==> config.mk <==
export PLATFORM = sky130hd
export DESIGN_NAME = bmhq_ctrl
export DESIGN_NICKNAME = d
export VERILOG_FILES = /design/src/sv/bmhq_pkg.sv /design/src/sv/bmhq_ctrl.sv
export VERILOG_INCLUDE_DIRS = /design/src /design/src/sv
export SDC_FILE = /design/constraint.sdc
export NUM_CORES = 1
export LEC_CHECK = 0
export BUFFER_PORTS_ARGS = -buffer_cell sky130_fd_sc_hd__buf_2
export CAP_MARGIN = 20
export CORE_AREA = 8 8 45 47
export DETAILED_ROUTE_END_ITERATION = 8
export DIE_AREA = 0 0 53 55
export PLACE_DENSITY = 0.71
export RECOVER_POWER = 50
export SETUP_SLACK_MARGIN = 0.15
export SLEW_MARGIN = 5
export SYNTH_ARGS = -nofsm -noshare
export SYNTH_HDL_FRONTEND = slang
export SYNTH_SLANG_ARGS = --single-unit
==> constraint.sdc <==
create_clock -name clk -period 2.1 [get_ports clk]
set_input_delay 0.315 -clock clk [delete_from_list [all_inputs] [get_ports clk]]
set_output_delay 0.315 -clock clk [all_outputs]
set_load 0.05 [all_outputs]
==> src/sv/assert_macros.svh <==
// Assertion helper macros shared by the heap queue RTL.
// Depends on nothing; included by the files that carry assertions.
`ifndef ASSERT_MACROS_SVH
`define ASSERT_MACROS_SVH

`ifndef SYNTHESIS
// ante true at an edge -> cons true at the same edge
`define ASSERT_IMPLY(label, clk, rst, ante, cons, msg) \
  label: assert property (@(posedge clk) disable iff (rst) (ante) |-> (cons)) else $error(msg);
// ante true at an edge -> cons true at the next edge
`define ASSERT_NEXT(label, clk, rst, ante, cons, msg) \
  label: assert property (@(posedge clk) disable iff (rst) (ante) |=> (cons)) else $error(msg);
// expr must never hold
`define ASSERT_NEVER(label, clk, rst, expr, msg) \
  label: assert property (@(posedge clk) disable iff (rst) !(expr)) else $error(msg);
`else
`define ASSERT_IMPLY(label, clk, rst, ante, cons, msg)
`define ASSERT_NEXT(label, clk, rst, ante, cons, msg)
`define ASSERT_NEVER(label, clk, rst, expr, msg)
`endif

`endif

==> src/sv/bmhq_pkg.sv <==
// Shared constants, types and helpers for the binary max-heap queue.
// Depends on nothing; used by bmhq_ctrl, bmhq_dp and the top level.
`timescale 1ns / 1ps

package bmhq_pkg;

  localparam int CAPACITY = 1024;
  localparam int ADDR_W   = $clog2(CAPACITY);
  localparam int CNT_W    = $clog2(CAPACITY + 1);
  localparam int IDX_W    = CNT_W + 1;   // child index, may run past the end
  localparam int KEY_W    = 32;
  localparam int STAT_W   = 2;
  localparam int OCNT_W   = 11;          // entry_count field width

  localparam logic ACT_PUSH = 1'b0;
  localparam logic ACT_POP  = 1'b1;

  typedef enum logic [STAT_W-1:0] {
    ST_OK    = 2'd0,
    ST_EMPTY = 2'd1,
    ST_FULL  = 2'd2
  } bmhq_status_t;

  // controller -> datapath
  typedef struct packed {
    logic start;     // word accepted: latch key, set status, adjust count
    logic up_rd;     // sift up: read parent (or settle at root)
    logic up_cmp;    // sift up: compare parent, move it down or settle
    logic dn_last;   // delete: read last entry
    logic dn_load;   // delete: last entry becomes the moving key
    logic dn_rd;     // sift down: read both children (or settle)
    logic dn_cmp;    // sift down: pick child, move it up or settle
    logic emit;      // load the output register
  } bmhq_cmd_t;

  // datapath -> controller
  typedef struct packed {
    logic reject;    // insert on full or delete on empty
    logic push;      // incoming word is an insert
    logic pos_zero;  // moving key sits at the root
    logic up_less;   // parent strictly smaller than moving key
    logic n_zero;    // heap empty after the delete
    logic no_left;   // no left child inside the heap
    logic pick_less; // moving key strictly smaller than chosen child
  } bmhq_stat_t;

  function automatic logic key_less(logic signed [KEY_W-1:0] a,
                                    logic signed [KEY_W-1:0] b);
    return a < b;
  endfunction

endpackage

==> src/sv/bmhq_ctrl.sv <==
// Controller of the heap queue: one-hot sequencer for insert/delete and output handshake.
// Depends on bmhq_pkg and assert_macros.svh; drives bmhq_dp.
`timescale 1ns / 1ps
`include "assert_macros.svh"

module bmhq_ctrl (
  input  logic                 clk,
  input  logic                 rst,
  input  logic                 in_valid,
  output logic                 in_ready,
  output logic                 out_valid,
  input  logic                 out_ready,
  input  bmhq_pkg::bmhq_stat_t stat,
  output bmhq_pkg::bmhq_cmd_t  cmd
);

  typedef enum logic [7:0] {
    S_IDLE    = 8'b0000_0001,
    S_UP_RD   = 8'b0000_0010,
    S_UP_CMP  = 8'b0000_0100,
    S_DN_LAST = 8'b0000_1000,
    S_DN_LOAD = 8'b0001_0000,
    S_DN_RD   = 8'b0010_0000,
    S_DN_CMP  = 8'b0100_0000,
    S_DONE    = 8'b1000_0000
  } state_t;

  state_t state;
  state_t state_next;

  assign in_ready = (state == S_IDLE);

  always_comb begin
    state_next = state;
    cmd        = '0;
    unique case (state)
      S_IDLE: begin
        if (in_valid) begin
          cmd.start = 1'b1;
          if (stat.reject) begin
            state_next = S_DONE;
          end else if (stat.push) begin
            state_next = S_UP_RD;
          end else begin
            state_next = S_DN_LAST;
          end
        end
      end
      S_UP_RD: begin
        cmd.up_rd  = 1'b1;
        state_next = stat.pos_zero ? S_DONE : S_UP_CMP;
      end
      S_UP_CMP: begin
        cmd.up_cmp = 1'b1;
        state_next = stat.up_less ? S_UP_RD : S_DONE;
      end
      S_DN_LAST: begin
        cmd.dn_last = 1'b1;
        state_next  = stat.n_zero ? S_DONE : S_DN_LOAD;
      end
      S_DN_LOAD: begin
        cmd.dn_load = 1'b1;
        state_next  = S_DN_RD;
      end
      S_DN_RD: begin
        cmd.dn_rd  = 1'b1;
        state_next = stat.no_left ? S_DONE : S_DN_CMP;
      end
      S_DN_CMP: begin
        cmd.dn_cmp = 1'b1;
        state_next = stat.pick_less ? S_DN_RD : S_DONE;
      end
      S_DONE: begin
        if (!out_valid || out_ready) begin
          cmd.emit   = 1'b1;
          state_next = S_IDLE;
        end
      end
      default: begin
        state_next = S_IDLE;
      end
    endcase
  end

  always_ff @(posedge clk) begin
    if (rst) begin
      state     <= S_IDLE;
      out_valid <= 1'b0;
    end else begin
      state <= state_next;
      if (cmd.emit) begin
        out_valid <= 1'b1;
      end else if (out_ready) begin
        out_valid <= 1'b0;
      end
    end
  end

  `ASSERT_NEVER(a_cmd_exclusive, clk, rst, !$onehot0(cmd), "overlapping datapath commands")
  `ASSERT_NEXT(a_start_busy, clk, rst, cmd.start, state != S_IDLE, "accept did not leave idle")
  `ASSERT_NEXT(a_done_holds, clk, rst, state == S_DONE && out_valid && !out_ready, state == S_DONE, "finished word dropped")

endmodule

* After elaboration in Yosys (flattened, before gate mapping)
Cells that the tools add are included.
** Word-level totals
- Register bits after elaboration :: 9
- Output and inout port bits :: 10
- Logic and storage cells :: 38
** Operators by class
- Equal/unequal tests :: 10
- Mux-type cells :: 22
- Reduce and logical (&&, ||, !) cells :: 4
** Operator list (number)
- 8-bit two-way mux :: 8
- 8-bit one-hot mux with 8 select lines :: 1
- 1-bit two-way mux :: 12
- 8-bit by 1-bit equality test with 1-bit output, second input constant :: 1
- 8-bit by 2-bit equality test with 1-bit output, second input constant :: 1
- 8-bit by 3-bit equality test with 1-bit output, second input constant :: 1
- 8-bit by 4-bit equality test with 1-bit output, second input constant :: 1
- 8-bit by 5-bit equality test with 1-bit output, second input constant :: 1
- 8-bit by 6-bit equality test with 1-bit output, second input constant :: 1
- 8-bit by 7-bit equality test with 1-bit output, second input constant :: 1
- 8-bit equality test, second input constant :: 1
- 4-bit two-way mux :: 1
- 2-bit != test, second input constant :: 2
- 2-bit AND reduction :: 1
- 2-bit nonzero test :: 1
- 1-bit zero test :: 1
- 1-bit logical OR :: 1

* Longest topological paths before layout
- Depth in word-level cells :: 5
- Mapped depth :: 6
- Gate-level depth less buffers :: 5

* Least setup slack after synthesis
Ideal clock, no wire load.
- Kind :: register to register
- Start :: register state[4]
- End :: register state[3]
- Data arrival time :: 2804 ps
- Data required time :: 2004 ps
- Setup slack :: -800 ps
- Cell stages (with the launch flop) :: 6
- Period minus slack after synthesis :: 2900 ps
- Cells stage by stage :: dfxtp_1 > nor2_1 > nand3_1 > nor3b_1 > and2_1 > nor4b_1
** On the way
- Cells in the longest elaborated chain, start to end :: 3
- Elaborated cells on any way between the ends :: 12
- Classes of those cells :: eq/ne: 10; mux: 1; reduce/logical: 1
** Ends and longest elaborated chain
- from (decl) :: RTL line bmhq_ctrl.sv:28 : state_t state;
- from (signal assigned) :: RTL line bmhq_ctrl.sv:90 : state <= state_next;
- 8-bit by 1-bit equality test with 1-bit output (*)
- named net in_ready :: RTL line bmhq_ctrl.sv:10 : output logic in_ready,
- 2-bit != test (no line)
- 2-bit AND reduction (no line)
Mark *: on every way through the listed nets, which the timed path passes. The rest lies on a longest branch.
A chain may end at the register's enable or synchronous reset.

==> run summary <==
Outcome: complete, but fails checks
Failing checks: setup timing
Unrepaired setup endpoints after global routing: true
Die width: 53 µm
Unique masters post-synth: 33
Period Utilization, post-route: 102.7%
GRT Overall Usage: 14.97%
Hold slack: 0.2205 ns
CTS tree: done
Hold_buf cts: 0
Crit. path cell count: 4
Lkg Pwr: 0.4534 nW
Diode count: 0
CP bufs+invs: 2
CP Data Required Time: 1.78 ns
Number of fill cells: 91
Type of origin of the critical path: flop
Final Hold Viols: 0
Commonest cells after routing, fill and taps aside: buf_4 (22), buf_2 (10), buf_6 (9)
Starting Density: 41.14%
R2r worst-path depth: 8
DRT iter0 DRCs: 12
Die H: 55 µm
Power Density: 607.7 nW/µm²
Sink Count: 9
IO buf count: 20
Syn Inst Count: 67
Crit-path max FO: 3
Largest net degree at the start of global routing: 10
# Max-Cap Violations: 0
Slowest cell on the critical path: or4_4
DPL Wire Length: 1268 µm
Vias in the first global route: 720
Slowest stage delay, CP: 0.54 ns
Yosys warning total: 0
Drt drc: 0
Area growth syn-to-layout: 85.71%
Max-slew violations: 0
Cts bufs inserted: 3
Synthesized Nets: 78
Syn avg cell area: 8.497 µm²
Max clock buf depth: 2
Pre-antenna DRT Iters: 4
Htree depth: 1
Max Fclk: 0.4635 GHz
Hold WC Path Type: input pin to flop
Synthesized flop and latch total: 9
Hold Crit Depth: 2
VDD IR max: 0.0004981 V
Clk slew on worst S/H paths: 0.07 ns
Total Die Area: 2915 µm²
Row count: 14
Setup violators final: 4
Grt ovf: 0
CTS root buffer: clkbuf_4
Storage cell area: 190.2 µm²
Worst setup EP type: primary output
Sequential area share after synthesis: 31.65%
Post-layout instance area: 1057 µm²
Setup Crit Path Kind: flop to primary output
Worst skew pair latency: 0.26 ns
Post-Synthesis Cell Area: 569.3 µm²
Delay-heaviest family, CP: simple AND/OR/NAND/NOR gates
Fin cells: 129
Final #Nets: 125
Io pins: 21
Core area: 1384 µm²
Worst Path Arrival: 1.84 ns
Final setup skew: 0.004719 ns
Layout cell share with drive strength beyond 1: 61.06%
Setup WS pre-CTS: 0.09745 ns
Multi-input logic area: 436.7 µm²
Dpl cells: 104
Worst-path cell chain: or4_4 > or4_4 > clkinvlp_4 > buf_8
Final RePlAce weighted congestion: 0.8284
Initial antenna violation count: 0
DR WL/cell: 16.75 µm
First-pass GRT wire length: 3187 µm
Total Wirelength: 2161 µm
Via count: 726
Slew HR: 59.72%
Antenna Violating Nets Remaining: 0
Most common cell after layout, fill and taps aside: buf_4
Final min period: 2.157 ns
Worst-Margin Slew: 0.6068 ns
Via-to-Cell Ratio: 5.628
Placed cell area: 752.0 µm²
Most frequent CP cell: or4_4
Setup WS post-layout: -0.05745 ns
## timing repair
| action | CTS | global route |
|---|---|---|
| cloned | 0 | 0 |
| gates resized for setup | 29 | 12 |
| setup endpoints to repair | 9 | 13 |
| pin swaps | 11 | 3 |
| setup buffers | 15 | 6 |
## sequential cells by signal, summed over array words and instances, names as in the netlist
signal / flops
state: 8
out_valid: 1
## synthesized netlist by cell type
master    count  area, µm²
o21a_1        1      7.510
a21o_1        1      7.510
nor2b_1       4      25.02
nor4b_1       2      17.52
buf_1         1      3.750
inv_1         4      15.01
or4_1         1      7.510
a32oi_1       1      8.760
buf_6         1      11.26
nor3b_1       5      37.54
o22ai_1       1      6.260
nor2_1        8      30.03
nor3_1        1      5.000
a221o_1       1      10.01
nand3b_1      1      7.510
a31oi_1       1      6.260
or4_4         2      22.52
buf_2         1      5.000
a22oi_1       1      7.510
a211oi_2      2      25.02
nand2b_1      3      18.77
nor4_2        1      12.51
and2_1        1      6.260
dfxtp_1       9      180.2
or2_2         1      6.260
nor4_1        3      18.77
xor2_1        1      8.760
nand3_1       2      10.01
and4b_1       1      10.01
a21oi_1       2      10.01
nand2_1       1      3.750
nand4b_1      1      8.760
a221oi_1      1      8.760
## worst reg2reg max path: cells and delay by family (launching register included)
| family | cells | cell delay [ns] |
|---|---|---|
| buffers and inverters | 3 | 0.35 |
| AOI/OAI and AO/OA | 3 | 0.70 |
| DFF | 1 | 0.35 |
| and+or+nand+nor | 2 | 0.62 |
## where the power goes
part	switching [mW]	internal (mW)	total [mW]
combinational	0.153	0.157	0.310
sequential	0.0179	0.179	0.197
clock	0.0619	0.0733	0.135
## layout make-up
cell class	instances	area share [%]
timing repair buffer	45	34.56
tap	16	1.893
multi-input combinational	51	41.30
inverter	4	1.775
sequential	9	17.99
clock buffer	4	2.485
## routing by layer
| metal | GRT usage, % | routed length (µm) |
|---|---|---|
| met1 | 15.03 | 837 |
| met2 | 27.93 | 1197 |
| met3 | 4.545 | 111 |
| met4 | 6.466 | 14 |
| met5 | 0 | 0 |
## path summary, 6_finish.rpt
check	startpoint	endpoint	slack (ns)
worst max-delay path	state[2]$_SDFFE_PP0P_	cmd[2]	-0.06
worst min-delay path	stat[5]	state[3]$_SDFFE_PP0P_	0.22
worst max register to register	state[2]$_SDFFE_PP0P_	state[7]$_SDFFE_PP0P_	0
worst min register to register	out_valid$_SDFFE_PP0P_	out_valid$_SDFFE_PP0P_	0.54
## cells by family (layout without fill, tap and decap cells)
logic type / after synthesis / after routing / synth area share [%]
DFF: 9 / 9 / 31.65
and+or+nand+nor: 38 / 38 / 43.52
buffers and inverters: 7 / 53 / 6.151
AOI/OAI and AO/OA: 12 / 12 / 17.15
xor gates and xnor gates: 1 / 1 / 1.539
## through the flow
| stage | setup TNS, ns | utilization (%) | total power [mW] |
|---|---|---|---|
| 2_1_floorplan | 0 | - | 0.3601 |
| 3_3_place_gp | 0 | 54.34 | 0.4079 |
| 3_5_place_dp | 0 | 54.34 | 0.4095 |
| 4_1_cts | -0.04815 | 71.97 | 0.6014 |
| 5_1_grt | -0.7359 | 76.40 | 0.6775 |
| 6_report | -0.08778 | 76.40 | 0.6425 |
No activity file was read; power rests on OpenSTA's default activity.
